<file path="src/rtl/core/assert_macros.svh">
// ---------------------------------------------------------------------------
// assertion macros
// shared concurrent assertion helpers for the row interleave writer
// ---------------------------------------------------------------------------
`ifndef ASSERT_MACROS_SVH
`define ASSERT_MACROS_SVH

// property checked at every rising edge outside reset
`define ASSERT_CLK(label, clk, rst_n, prop, msg) \
    label: assert property (@(posedge clk) disable iff (!rst_n) (prop)) else $error(msg);

// condition that must never be true outside reset
`define ASSERT_NEVER(label, clk, rst_n, cond, msg) \
    label: assert property (@(posedge clk) disable iff (!rst_n) !(cond)) else $error(msg);

`endif

</file>
<file path="src/rtl/core/eprw_pkg.sv">
// ---------------------------------------------------------------------------
// eprw_pkg
// types, opcodes and the output sequence table of the row interleave writer
// ---------------------------------------------------------------------------
package eprw_pkg;

    // fixed panel opcodes and data values
    localparam logic [7:0] OP_PANEL_SETTING  = 8'h00;
    localparam logic [7:0] PSET_VALUE        = 8'h0B;
    localparam logic [7:0] OP_PARTIAL_WINDOW = 8'h83;
    localparam logic [7:0] WIN_SCAN_VALUE    = 8'h01;
    localparam logic [7:0] ZERO_BYTE         = 8'h00;

    // register reset values
    localparam logic [9:0] WIDTH_RESET      = 10'd768;
    localparam logic [9:0] HEIGHT_RESET     = 10'd552;
    localparam logic [7:0] RES_OPCODE_RESET = 8'h61;
    localparam logic [7:0] DTM_OPCODE_RESET = 8'h10;

    // default depth of the queue between front and back
    localparam int QUEUE_DEPTH_DEFAULT = 4;

    // configuration register indexes
    typedef enum logic [1:0] {
        CFG_WIDTH      = 2'd0,
        CFG_HEIGHT     = 2'd1,
        CFG_RES_OPCODE = 2'd2,
        CFG_DTM_OPCODE = 2'd3
    } t_cfg_index;

    typedef struct packed {
        logic [9:0] width;
        logic [9:0] height;
        logic [7:0] res_opcode;
        logic [7:0] dtm_opcode;
    } t_cfg;

    // one classified input item
    typedef struct packed {
        logic [7:0] data;
        logic       start;
        logic       hdr;
        logic [9:0] prow;
    } t_item;

    // one bus result
    typedef struct packed {
        logic [7:0] bus_byte;
        logic       is_command;
        logic       last;
    } t_result;

    // position in the output sequence of one item
    typedef enum logic [4:0] {
        ST_PSET_CMD  = 5'd0,
        ST_PSET_DATA = 5'd1,
        ST_RES_CMD   = 5'd2,
        ST_RES_WH    = 5'd3,
        ST_RES_WL    = 5'd4,
        ST_RES_HH    = 5'd5,
        ST_RES_HL    = 5'd6,
        ST_WIN_CMD   = 5'd7,
        ST_WIN_XSH   = 5'd8,
        ST_WIN_XSL   = 5'd9,
        ST_WIN_XEH   = 5'd10,
        ST_WIN_XEL   = 5'd11,
        ST_WIN_YSH   = 5'd12,
        ST_WIN_YSL   = 5'd13,
        ST_WIN_YEH   = 5'd14,
        ST_WIN_YEL   = 5'd15,
        ST_WIN_SCAN  = 5'd16,
        ST_DTM_CMD   = 5'd17,
        ST_DATA      = 5'd18
    } t_step;

    // bus byte and command flag for one sequence step
    function automatic t_result seq_result(t_step step, t_cfg cfg, logic [9:0] prow,
                                           logic [7:0] data);
        t_result    res;
        logic [9:0] wend;
        wend = (cfg.width == 10'd0) ? 10'd0 : cfg.width - 10'd1;
        res  = '{bus_byte: ZERO_BYTE, is_command: 1'b0, last: 1'b0};
        case (step)
            ST_PSET_CMD:  begin
                res.bus_byte   = OP_PANEL_SETTING;
                res.is_command = 1'b1;
            end
            ST_PSET_DATA: res.bus_byte = PSET_VALUE;
            ST_RES_CMD:   begin
                res.bus_byte   = cfg.res_opcode;
                res.is_command = 1'b1;
            end
            ST_RES_WH:    res.bus_byte = {6'd0, cfg.width[9:8]};
            ST_RES_WL:    res.bus_byte = cfg.width[7:0];
            ST_RES_HH:    res.bus_byte = {6'd0, cfg.height[9:8]};
            ST_RES_HL:    res.bus_byte = cfg.height[7:0];
            ST_WIN_CMD:   begin
                res.bus_byte   = OP_PARTIAL_WINDOW;
                res.is_command = 1'b1;
            end
            ST_WIN_XSH:   res.bus_byte = ZERO_BYTE;
            ST_WIN_XSL:   res.bus_byte = ZERO_BYTE;
            ST_WIN_XEH:   res.bus_byte = {6'd0, wend[9:8]};
            ST_WIN_XEL:   res.bus_byte = wend[7:0];
            ST_WIN_YSH:   res.bus_byte = {6'd0, prow[9:8]};
            ST_WIN_YSL:   res.bus_byte = prow[7:0];
            ST_WIN_YEH:   res.bus_byte = {6'd0, prow[9:8]};
            ST_WIN_YEL:   res.bus_byte = prow[7:0];
            ST_WIN_SCAN:  res.bus_byte = WIN_SCAN_VALUE;
            ST_DTM_CMD:   begin
                res.bus_byte   = cfg.dtm_opcode;
                res.is_command = 1'b1;
            end
            ST_DATA:      begin
                res.bus_byte = data;
                res.last     = 1'b1;
            end
            default:      res.bus_byte = ZERO_BYTE;
        endcase
        return res;
    endfunction

endpackage

</file>
<file path="src/rtl/core/eprw_front.sv">
// ---------------------------------------------------------------------------
// eprw_front
// accepts image bytes, tracks line position and row, maps the physical row
// ---------------------------------------------------------------------------
module eprw_front (
    input  logic           i_clk,
    input  logic           i_rst_n,
    input  eprw_pkg::t_cfg i_cfg,
    input  logic           i_accept,
    input  logic [7:0]     i_data,
    input  logic           i_start,
    output eprw_pkg::t_item o_item
);
    import eprw_pkg::*;

    logic [7:0] r_bil;
    logic [9:0] r_row;
    logic [7:0] n_bil;
    logic [9:0] n_row;

    logic [7:0] line_len;
    logic [7:0] bil_eff;
    logic [9:0] row_base;
    logic [9:0] row_hdr;
    logic [8:0] half;
    logic [9:0] prow;
    logic [7:0] bil_inc;
    logic [9:0] row_inc;
    logic       hdr;
    logic       line_end;

    // classify the item and map its row
    always_comb begin
        line_len = (i_cfg.width[9:2] == 8'd0) ? 8'd1 : i_cfg.width[9:2];
        bil_eff  = i_start ? 8'd0 : r_bil;
        row_base = i_start ? 10'd0 : r_row;
        hdr      = (bil_eff == 8'd0);
        row_hdr  = (hdr && (row_base >= i_cfg.height)) ? 10'd0 : row_base;
        half     = i_cfg.height[9:1];
        if (i_cfg.height == 10'd0) begin
            prow = 10'd0;
        end else if (row_hdr < {1'b0, half}) begin
            prow = {row_hdr[8:0], 1'b0};
        end else begin
            prow = (i_cfg.height - 10'd1) - {row_hdr[8:0] - half, 1'b0};
        end
        bil_inc  = bil_eff + 8'd1;
        line_end = (bil_inc >= line_len) || (bil_inc == 8'd0);
        row_inc  = row_hdr + 10'd1;
        n_bil    = line_end ? 8'd0 : bil_inc;
        if (line_end) begin
            n_row = (row_inc >= i_cfg.height) ? 10'd0 : row_inc;
        end else begin
            n_row = row_hdr;
        end
        o_item = '{data: i_data, start: i_start, hdr: hdr, prow: prow};
    end

    // line position and row state
    always_ff @(posedge i_clk) begin
        if (!i_rst_n) begin
            r_bil <= 8'd0;
            r_row <= 10'd0;
        end else if (i_accept) begin
            r_bil <= n_bil;
            r_row <= n_row;
        end
    end

endmodule

</file>
<file path="src/rtl/core/eprw_queue.sv">
// ---------------------------------------------------------------------------
// eprw_queue
// small register queue of classified items between front and back
// ---------------------------------------------------------------------------
`include "assert_macros.svh"

module eprw_queue #(
    parameter int DEPTH = eprw_pkg::QUEUE_DEPTH_DEFAULT
) (
    input  logic            i_clk,
    input  logic            i_rst_n,
    input  logic            i_push,
    input  eprw_pkg::t_item i_item,
    output logic            o_full,
    input  logic            i_pop,
    output logic            o_valid,
    output eprw_pkg::t_item o_head
);
    import eprw_pkg::*;

    localparam int PTR_W = (DEPTH > 1) ? $clog2(DEPTH) : 1;
    localparam int CNT_W = $clog2(DEPTH + 1);

    t_item              r_mem [DEPTH];
    logic [PTR_W-1:0]   r_wr_ptr;
    logic [PTR_W-1:0]   r_rd_ptr;
    logic [CNT_W-1:0]   r_count;

    assign o_full  = (r_count == CNT_W'(DEPTH));
    assign o_valid = (r_count != '0);
    assign o_head  = r_mem[r_rd_ptr];

    // storage
    always_ff @(posedge i_clk) begin
        if (i_push) begin
            r_mem[r_wr_ptr] <= i_item;
        end
    end

    // pointers and fill count
    always_ff @(posedge i_clk) begin
        if (!i_rst_n) begin
            r_wr_ptr <= '0;
            r_rd_ptr <= '0;
            r_count  <= '0;
        end else begin
            if (i_push) begin
                r_wr_ptr <= (r_wr_ptr == PTR_W'(DEPTH - 1)) ? '0 : r_wr_ptr + 1'b1;
            end
            if (i_pop) begin
                r_rd_ptr <= (r_rd_ptr == PTR_W'(DEPTH - 1)) ? '0 : r_rd_ptr + 1'b1;
            end
            if (i_push && !i_pop) begin
                r_count <= r_count + 1'b1;
            end else if (i_pop && !i_push) begin
                r_count <= r_count - 1'b1;
            end
        end
    end

    `ASSERT_NEVER(a_push_full, i_clk, i_rst_n, i_push && o_full, "push into full queue")
    `ASSERT_NEVER(a_pop_empty, i_clk, i_rst_n, i_pop && !o_valid, "pop from empty queue")

endmodule

</file>
<file path="src/rtl/core/eprw_back.sv">
// ---------------------------------------------------------------------------
// eprw_back
// steps through init and window header bytes where an item needs them, then its data byte
// ---------------------------------------------------------------------------
`include "assert_macros.svh"

module eprw_back (
    input  logic            i_clk,
    input  logic            i_rst_n,
    input  eprw_pkg::t_cfg  i_cfg,
    input  logic            i_valid,
    input  eprw_pkg::t_item i_head,
    output logic            o_pop,
    output logic            o_m_tvalid,
    input  logic            i_m_tready,
    output logic [7:0]      o_m_tdata,
    output logic            o_m_tuser,
    output logic            o_m_tlast
);
    import eprw_pkg::*;

    logic    r_active;
    t_step   r_step;
    t_step   cur_step;
    t_step   n_step;
    t_result res;
    logic    out_free;
    logic    fire;

    // pick the current step and the one after it
    always_comb begin
        if (r_active) begin
            cur_step = r_step;
        end else if (i_head.start) begin
            cur_step = ST_PSET_CMD;
        end else if (i_head.hdr) begin
            cur_step = ST_WIN_CMD;
        end else begin
            cur_step = ST_DATA;
        end
        if ((cur_step == ST_RES_HL) && !i_head.hdr) begin
            n_step = ST_DATA;
        end else begin
            n_step = t_step'(5'(cur_step) + 5'd1);
        end
        res      = seq_result(cur_step, i_cfg, i_head.prow, i_head.data);
        out_free = !o_m_tvalid || i_m_tready;
        fire     = i_valid && out_free;
        o_pop    = fire && (cur_step == ST_DATA);
    end

    // sequencer and output register
    always_ff @(posedge i_clk) begin
        if (!i_rst_n) begin
            r_active   <= 1'b0;
            r_step     <= ST_DATA;
            o_m_tvalid <= 1'b0;
        end else begin
            if (fire) begin
                r_active   <= (cur_step != ST_DATA);
                r_step     <= n_step;
                o_m_tvalid <= 1'b1;
                o_m_tdata  <= res.bus_byte;
                o_m_tuser  <= res.is_command;
                o_m_tlast  <= res.last;
            end else if (i_m_tready) begin
                o_m_tvalid <= 1'b0;
            end
        end
    end

    `ASSERT_CLK(a_active_has_item, i_clk, i_rst_n, r_active |-> i_valid,
                "sequence in progress without a queued item")

endmodule

</file>
<file path="src/rtl/core/epaper_row_interleave_writer_core.sv">
// path: a byte accepted with an empty queue and free output register passes through the
//   queue and the output register of eprw_back to the master side, after any header bytes
// throughput: one plain image byte per cycle unless the bus stalls; the sequencer in
//   eprw_back sends a line's window header first, and for a start byte the init bytes too
// reset: synchronous active low; clears line position, row, queue and sequencer and
//   loads the register defaults; no clearing pass
// ---------------------------------------------------------------------------
// epaper_row_interleave_writer_core
// turns image bytes into panel bus bytes with init, window and data commands
// ---------------------------------------------------------------------------
module epaper_row_interleave_writer_core #(
    parameter int QUEUE_DEPTH = eprw_pkg::QUEUE_DEPTH_DEFAULT
) (
    input  logic       i_clk,
    input  logic       i_rst_n,
    // configuration write port
    input  logic       i_cfg_we,
    input  logic [1:0] i_cfg_index,
    input  logic [9:0] i_cfg_data,
    // image byte input
    input  logic       i_s_tvalid,
    output logic       o_s_tready,
    input  logic [7:0] i_s_tdata,   // [7:0] data_byte
    input  logic       i_s_tuser,   // [0] start_of_image
    // panel bus output
    output logic       o_m_tvalid,
    input  logic       i_m_tready,
    output logic [7:0] o_m_tdata,   // [7:0] bus_byte
    output logic       o_m_tuser,   // [0] is_command
    output logic       o_m_tlast
);
    import eprw_pkg::*;

    t_cfg  r_cfg;
    t_item front_item;
    t_item head_item;
    logic  q_full;
    logic  q_valid;
    logic  q_pop;
    logic  s_accept;

    assign o_s_tready = !q_full;
    assign s_accept   = i_s_tvalid && !q_full;

    // configuration registers
    always_ff @(posedge i_clk) begin
        if (!i_rst_n) begin
            r_cfg <= '{width: WIDTH_RESET, height: HEIGHT_RESET,
                       res_opcode: RES_OPCODE_RESET, dtm_opcode: DTM_OPCODE_RESET};
        end else if (i_cfg_we) begin
            case (t_cfg_index'(i_cfg_index))
                CFG_WIDTH:      r_cfg.width      <= i_cfg_data;
                CFG_HEIGHT:     r_cfg.height     <= i_cfg_data;
                CFG_RES_OPCODE: r_cfg.res_opcode <= i_cfg_data[7:0];
                CFG_DTM_OPCODE: r_cfg.dtm_opcode <= i_cfg_data[7:0];
                default:        r_cfg            <= r_cfg;
            endcase
        end
    end

    eprw_front u_front (
        .i_clk    (i_clk),
        .i_rst_n  (i_rst_n),
        .i_cfg    (r_cfg),
        .i_accept (s_accept),
        .i_data   (i_s_tdata),
        .i_start  (i_s_tuser),
        .o_item   (front_item)
    );

    eprw_queue #(
        .DEPTH (QUEUE_DEPTH)
    ) u_queue (
        .i_clk   (i_clk),
        .i_rst_n (i_rst_n),
        .i_push  (s_accept),
        .i_item  (front_item),
        .o_full  (q_full),
        .i_pop   (q_pop),
        .o_valid (q_valid),
        .o_head  (head_item)
    );

    eprw_back u_back (
        .i_clk      (i_clk),
        .i_rst_n    (i_rst_n),
        .i_cfg      (r_cfg),
        .i_valid    (q_valid),
        .i_head     (head_item),
        .o_pop      (q_pop),
        .o_m_tvalid (o_m_tvalid),
        .i_m_tready (i_m_tready),
        .o_m_tdata  (o_m_tdata),
        .o_m_tuser  (o_m_tuser),
        .o_m_tlast  (o_m_tlast)
    );

endmodule

</file>
<file path="config.mk">
export PLATFORM = sky130hd
export DESIGN_NAME = epaper_row_interleave_writer_core
export DESIGN_NICKNAME = d
export VERILOG_FILES = /design/src/rtl/core/eprw_pkg.sv /design/src/rtl/core/eprw_front.sv /design/src/rtl/core/eprw_queue.sv /design/src/rtl/core/eprw_back.sv /design/src/rtl/core/epaper_row_interleave_writer_core.sv
export VERILOG_INCLUDE_DIRS = /design/src /design/src/rtl/core
export SDC_FILE = /design/constraint.sdc
export NUM_CORES = 1
export LEC_CHECK = 0
export BUFFER_PORTS_ARGS = -buffer_cell sky130_fd_sc_hd__buf_2
export CORE_ASPECT_RATIO = 0.6
export CORE_UTILIZATION = 50
export CTS_BUF_LIST = sky130_fd_sc_hd__clkbuf_8
export DETAILED_ROUTE_END_ITERATION = 16
export GPL_TIMING_DRIVEN = 0
export MAX_ROUTING_LAYER = met4
export PLACE_DENSITY = 0.73
export SETUP_SLACK_MARGIN = 0.1
export SYNTH_ARGS = -nofsm -noshare
export SYNTH_HDL_FRONTEND = slang
export SYNTH_SLANG_ARGS = --single-unit
</file>
<file path="constraint.sdc">
create_clock -name i_clk -period 6.5 [get_ports i_clk]
set_input_delay 0.65 -clock i_clk [delete_from_list [all_inputs] [get_ports i_clk]]
set_output_delay 0.65 -clock i_clk [all_outputs]
set_load 0.01 [all_outputs]
</file>
==> results_dict.tcl, run 1 <==
set metrics [dict create \
    min_period_over_period_pct 91.3 \
    row_count 37 \
    layout_common_cells "nand2_1 (105), edfxtp_1 (90), dfxtp_1 (70), ha_1 (60), a21oi_1 (55)" \
    cp.required_ps 6690 \
    reg2reg_slack_ps 750 \
    place_congestion 0.962 \
    min_period_ps 5940 \
    insertion_delay_ps 460 \
    syn_area_um2 9010 \
    synth-seq-area-share_pct 45.6 \
    maxSlewHeadroom_pct 14.4 \
    num_vias 7084 \
    start_util_pct 51.9 \
    ys_ff_latch 160 \
    yosys_warnings 0 \
    hold_depth 1 \
    p_per_area_nw_per_um2 311 \
    fin_ws_ps 564 \
    setup_tns_ps 0 \
    antenna_found_initial 0 \
    avgSynthCellArea_um2 10.2 \
    final_common_cell "nand2_1" \
    diodes 0 \
    areaGrowthSynthToFinish_pct 9.74 \
    die_area_um2 18600 \
    vias_per_cell 5.99 \
    hold_start "i_s_tdata[6]" \
    synth_top_area_cell "edfxtp_1" \
    core_area_um2 17400 \
    grt_max_degree 21 \
    rr_worst_depth 21 \
    ys_types 77 \
    cp-end-kind "flop" \
    cts_tree "built" \
    worstSetupStartpointType "input port" \
    synth_area_leaders "edfxtp_1 (30%), dfxtp_1 (16%), ha_1 (8.3%)" \
    syn_inst 880 \
    routed_wl_mm 23.7 \
    cts.sink_count 160 \
    firstDrtPassIters 6 \
    worst_pin_slew_ps 1280 \
    grt_pass1_wl_mm 37.8 \
    clockBufferDepth 2 \
    critical_path_class "in -> reg" \
    min_to "u_queue.r_mem[0][18]" \
    synth-main-ff-cell "edfxtp_1" \
    place_area_um2 9480 \
    cts-root-buf "clkbuf_8" \
    die_h_um 106 \
    finalSetupViolCount 0 \
    rsz0062_at_grt "no" \
    nNetsFinal 1023 \
    clkTransAtPathRegs_ps 90 \
    slew_violations 0 \
    die_w_um 175 \
    hpwlAfterDp_mm 18.2 \
    routedWlPerCell_um 20.1 \
    r2r-start "r_cfg[25]" \
    r2r_end "u_queue.r_mem[1][9]" \
    port_buffers 36 \
    worst_hold_path_type "in -> reg" \
    drive_above_1_share_pct 11.9 \
    dpl_worst_slack_ps 86.9 \
    cts_buffers 17 \
    max_freq_mhz 168 \
    grt-ovfl-total 0 \
    synth-edff-count 90 \
    layout.cells.non_filler 1182 \
    ant_nets 0 \
    finalHoldViolations 0 \
    design_area_um2 9890 \
    grt_pass1_vias 6656 \
    finalClockSkew_ps 14.2 \
    drt_iter0_drc 889 \
    synth_top_area_share_pct 30.0 \
    ctsHtreeMaxLevel 4 \
    ios 38 \
    syn_nets 968 \
    synthArstFlopShare_pct 0 \
    drcViolationCount 0 \
    status "finished, final reports clean" \
    drv_cap 0 \
    track_usage_pct 28.1 \
    ctsHoldBuffers 0 \
    ir_drop_v 0.000132 \
    power_uw 3080 \
    cp_max_fo 11 \
    dp.cells 1150 \
    p_leak_uw 0.00376 \
    arrival_ps 6120 \
]
-- stage by stage --
step / util, % / hold WS (ps)
floorplan: - / 441
global placement: 54.6 / 452
detailed placement: 54.6 / 459
CTS: 56.9 / 388
global route: 56.9 / 380
finish: 56.9 / 404
-- routing by layer --
layer	wire [um]	vias to the layer above	global-route usage, %	part of all wire, %
met1	11700	3421	43.3	49
li1	-	3343	-	-
met2	9360	292	36.1	39
met3	2390	28	7.33	10
met5	0	-	-	0
met4	279	0	6.09	1.2
-- critical path, cell delays in order --
cell      delay [ps]
buf_2            240
inv_1             90
clkbuf_2         230
nand2_1          220
inv_1             70
ha_1             290
nand4_1          180
o41ai_2          560
o21a_1           350
nor2_1           160
nand2_1          140
ha_1             200
inv_1             60
fa_1             390
a21oi_1          200
nor2_1            90
nor2_1           110
xor2_1           170
ha_1             320
a21oi_1          220
a31oi_1           90
a21oi_1          300
o21ai_0          170
xnor2_1          150
a211oi_1         470
-- kinds of logic (layout without fill, tap and decap cells) --
kind of cell	after synthesis	count (layout)	synth area share (%)
AND/OR/NAND/NOR	300	300	16.4
AO/OA/AOI/OAI	211	211	16.1
adder cells (fa/ha/maj)	62	62	8.78
multiplexers	27	27	6.03
XOR/XNOR	31	31	3.01
flip-flops	160	160	45.6
buffers and inverters	89	157	4.17
-- sequential cells by signal, summed over array words and instances, names as in the netlist, named ones only --
register,cells
u_queue.r_wr_ptr,2
u_queue.r_count,3
u_queue.r_mem,80
u_back.o_m_tuser,1
u_back.r_active,1
u_back.r_step,5
u_queue.r_rd_ptr,2
u_front.r_row,10
r_cfg,36
u_back.o_m_tvalid,1
u_back.o_m_tdata,8
u_back.o_m_tlast,1
u_front.r_bil,8
-- power by group --
group	internal, uW	switching [uW]
registers	1230	72.4
logic	392	631
clock network	347	404
total	1970	1110
-- cell type report --
type,instances,area [um2]
tap,234,293
clock buffer,17,234
timing repair buffer,36,180
inverter,51,191
fill,1508,7470
multi-input combinational,631,4540
clock inverter,15,159
buffer,38,186
sequential,160,4100
-- cells in the mapped netlist (7+ instances only) --
| master | count |
|---|---|
| xor2_1 | 14 |
| nand3_1 | 31 |
| a21o_1 | 9 |
| nand2b_1 | 8 |
| mux2i_1 | 7 |
| nor2_1 | 52 |
| o21a_1 | 7 |
| dfxtp_1 | 70 |
| a221oi_1 | 8 |
| o211ai_1 | 7 |
| o21ai_0 | 30 |
| a21boi_1 | 10 |
| xnor2_1 | 17 |
| nand2_1 | 105 |
| clkbuf_1 | 26 |
| a22oi_1 | 8 |
| mux4_2 | 14 |
| inv_1 | 50 |
| and3_1 | 10 |
| and2_1 | 9 |
| ha_1 | 60 |
| a31oi_1 | 7 |
| a21boi_0 | 23 |
| nand4_1 | 8 |
| nor2b_1 | 28 |
| edfxtp_1 | 90 |
| a21oi_1 | 55 |
| nor3_1 | 13 |
-- worst max path at each step --
stage / start / end / cells after the start
after floorplan: i_s_tuser / u_queue.r_mem[0][9] / 23
after global placement: i_s_tuser / u_queue.r_mem[2][9] / 24
after detailed placement: i_s_tuser / u_queue.r_mem[0][9] / 24
after CTS: i_s_tuser / u_queue.r_mem[1][9] / 24
after global routing: i_s_tuser / u_queue.r_mem[1][9] / 25
final: i_s_tuser / u_queue.r_mem[1][9] / 25
-- what timing repair did --
item	CTS	global route
endpoints found under the setup margin	0	4
setup buffers	0	0
resized for setup	0	6
Note: power is estimated with default switching activity, not from simulation.
==> run 2, diff against run 1 <==
CORE_ASPECT_RATIO = unset   (was 0.6)
GPL_TIMING_DRIVEN = unset   (was 0)
SYNTH_HIERARCHICAL = 1   (was unset)
==> run 2 against run 1 <==
The run now ends with DRC left. Via count decreased by 4.5%. Hold slack lost 7.3 ps. Sequential power grew 3%. Critical path type unchanged. Critical endpoint is now u_queue/r_mem[1][9].
==> results_dict.tcl, run 2 <==
set metrics [dict create \
    diodes 0 \
    drive_above_1_share_pct 13.5 \
    cts-root-buf "clkbuf_8" \
    place_area_um2 9600 \
    cts.sink_count 160 \
    port_buffers 37 \
    cp-end-kind "flop" \
    antenna_found_initial 0 \
    cts_buffers 17 \
    core_area_um2 18100 \
    synth_common_cells "edfxtp_1 (90), nand2_1 (74), dfxtp_1 (70)" \
    synth-main-ff-cell "edfxtp_1" \
    largestRegisters "u_queue/r_mem: 80 flops, r_cfg: 36 flops, u_front/r_row: 10 flops" \
    arrival_ps 5530 \
    track_usage_pct 23.7 \
    synth_top_area_share_pct 29.0 \
    drv_cap 0 \
    min_period_ps 5310 \
    ir_drop_v 0.000141 \
    row_count 49 \
    worstSetupStartpointType "input port" \
    seqCellArea_um2 4100 \
    ios 38 \
    wl_met1_mm 9.43 \
    routed-wl-met2_mm 9.90 \
    wl_met3_mm 1.18 \
    drcViolationCount 2 \
    max_freq_mhz 188 \
    yosys_warnings 6 \
    ys_types 86 \
    setup_tns_ps 0 \
    start_util_pct 51.4 \
    hpwlAfterDp_mm 14.9 \
    die_w_um 139 \
    final_util_pct 55.3 \
    p_per_area_nw_per_um2 307 \
    ctsResizeCount 0 \
    syn_nets 958 \
    violations "DRC" \
    finalHoldViolations 0 \
    yosysMostFrequentCell "edfxtp_1" \
    design_area_um2 10000 \
    top_layer "met4" \
    grt_pass1_wl_mm 34.6 \
    cp.required_ps 6720 \
    finalSetupViolCount 0 \
    p_leak_uw 0.00397 \
    multiInputGateArea_um2 4790 \
    routed_wl_mm 21.0 \
    cp_max_fo 26 \
    synth-edff-count 90 \
    largest_register "u_queue/r_mem" \
    critical_path_class "in -> reg" \
    die_area_um2 19200 \
    ctsHoldBuffers 0 \
    clockBufferDepth 2 \
    syn_area_um2 9330 \
    vias_per_cell 6.00 \
    ant_nets 0 \
    power_uw 3080 \
    syn_inst 869 \
    grt-ovfl-total 0 \
    areaGrowthSynthToFinish_pct 7.43 \
    status "finished, violations left" \
    worst_pin_slew_ps 1070 \
    worst_hold_path_type "in -> reg" \
    insertion_delay_ps 460 \
    synthArstFlopShare_pct 0 \
    rsz0062_at_grt "no" \
    layout_common_cells "edfxtp_1 (90), nand2_1 (74), dfxtp_1 (70), ha_1 (61), inv_1 (48)" \
    largest_register_ffs 80 \
    firstDrtPassIters 13 \
    fillerInstances 1549 \
    ys_ff_latch 160 \
    grt_pass1_vias 6488 \
    finalClockSkew_ps 20.6 \
    nNetsFinal 975 \
    slew_violations 0 \
    ctsHtreeMaxLevel 4 \
    die_h_um 139 \
    routedWlPerCell_um 18.7 \
    drt_iter0_drc 695 \
    holdWs_ps 397 \
    clkTransAtPathRegs_ps 100 \
    avgSynthCellArea_um2 10.7 \
    final_common_cell "edfxtp_1" \
    grt_max_degree 81 \
    synth-seq-area-share_pct 44.0 \
    place_congestion 0.938 \
    synth_top_area_cell "edfxtp_1" \
    cts_tree "built" \
    num_vias 6763 \
    maxSlewHeadroom_pct 28.8 \
    synth_area_leaders "edfxtp_1 (29%), dfxtp_1 (15%), ha_1 (8.2%)" \
    post_cts_buffers 0 \
    min_period_over_period_pct 81.7 \
]
==> run 2: cell count changes after synthesis, sizes merged, moves of 5 or more <==
cell / previous run / this run
buf: 12 / 25
mux2i: 7 / 42
a21boi: 33 / 11
nor2: 53 / 36
and3: 10 / 3
a21oi: 56 / 38
clkbuf: 26 / 20
nand2: 106 / 74
nand2b: 8 / 21
and2: 9 / 18
a22oi: 8 / 13
==> run 2: final timing paths <==
check / from / to / slack, ps / cells after the start
worst max-delay path: i_s_tuser / u_queue/r_mem[1][9] / 1190 / 22
worst min-delay path: i_s_tdata[7] / u_queue/r_mem[3][19] / 400 / 1
worst max register to register: r_cfg[19] / u_queue/r_mem[1][9] / 1260 / 21
worst min register to register: r_cfg[9] / r_cfg[9] / 470 / 2
==> run 2: where the power goes <==
| group | internal, uW | leakage, uW | switching, uW |
|---|---|---|---|
| clock | 340 | 0.000217 | 423 |
| combinational | 396 | 0.00234 | 582 |
| sequential | 1240 | 0.00141 | 97.2 |
==> run 2: cells by family after synthesis <==
logic type	Yosys count	share of synthesized area [%]
flip-flops	160	44.0
adder cells (fa/ha/maj)	63	8.61
buffers and inverters	95	4.72
XOR/XNOR	29	2.72
AO/OA/AOI/OAI	179	14.2
AND/OR/NAND/NOR	281	16.4
multiplexers	62	9.33
==> run 2: worst max-delay path: stages <==
cell and delay (ps):
buf_2 260, nand2b_1 250, ha_1 240, nor3b_1 150, a32oi_2 450, inv_2 150
a221oi_4 460, and2_1 330, ha_1 270, nor2b_1 120, o21ai_0 200, a21oi_1 110
o21ai_0 150, nand2b_1 110, xnor2_1 130, ha_1 360, nand3_1 100, o21ai_1 220
nor4_1 70, nor3_1 230, xnor2_1 100, o31ai_1 390
==> run 2: through the flow <==
| step | instances | setup slack (ps) |
|---|---|---|
| floorplan | 869 | 1370 |
| global route | 1128 | 687 |
| global placement | 1096 | 940 |
| detailed placement | 1096 | 830 |
| CTS | 1128 | 1300 |
| finish | 1128 | 1190 |
==> run 2: area by class of cell <==
class,instances,share of cell area (%)
Sequential cell,160,40.9
Clock buffer,18,2.47
Multi-Input combinational cell,614,47.8
Tap cell,229,2.86
Timing Repair Buffer,43,2.30
Clock inverter,14,1.78
Inverter,50,1.87
==> run 2: layer usage <==
layer,vias up,GRT usage [%]
met5,-,-
met4,0,9.24
met3,40,3.80
met2,219,36.6
met1,3241,31.3
li1,3263,-
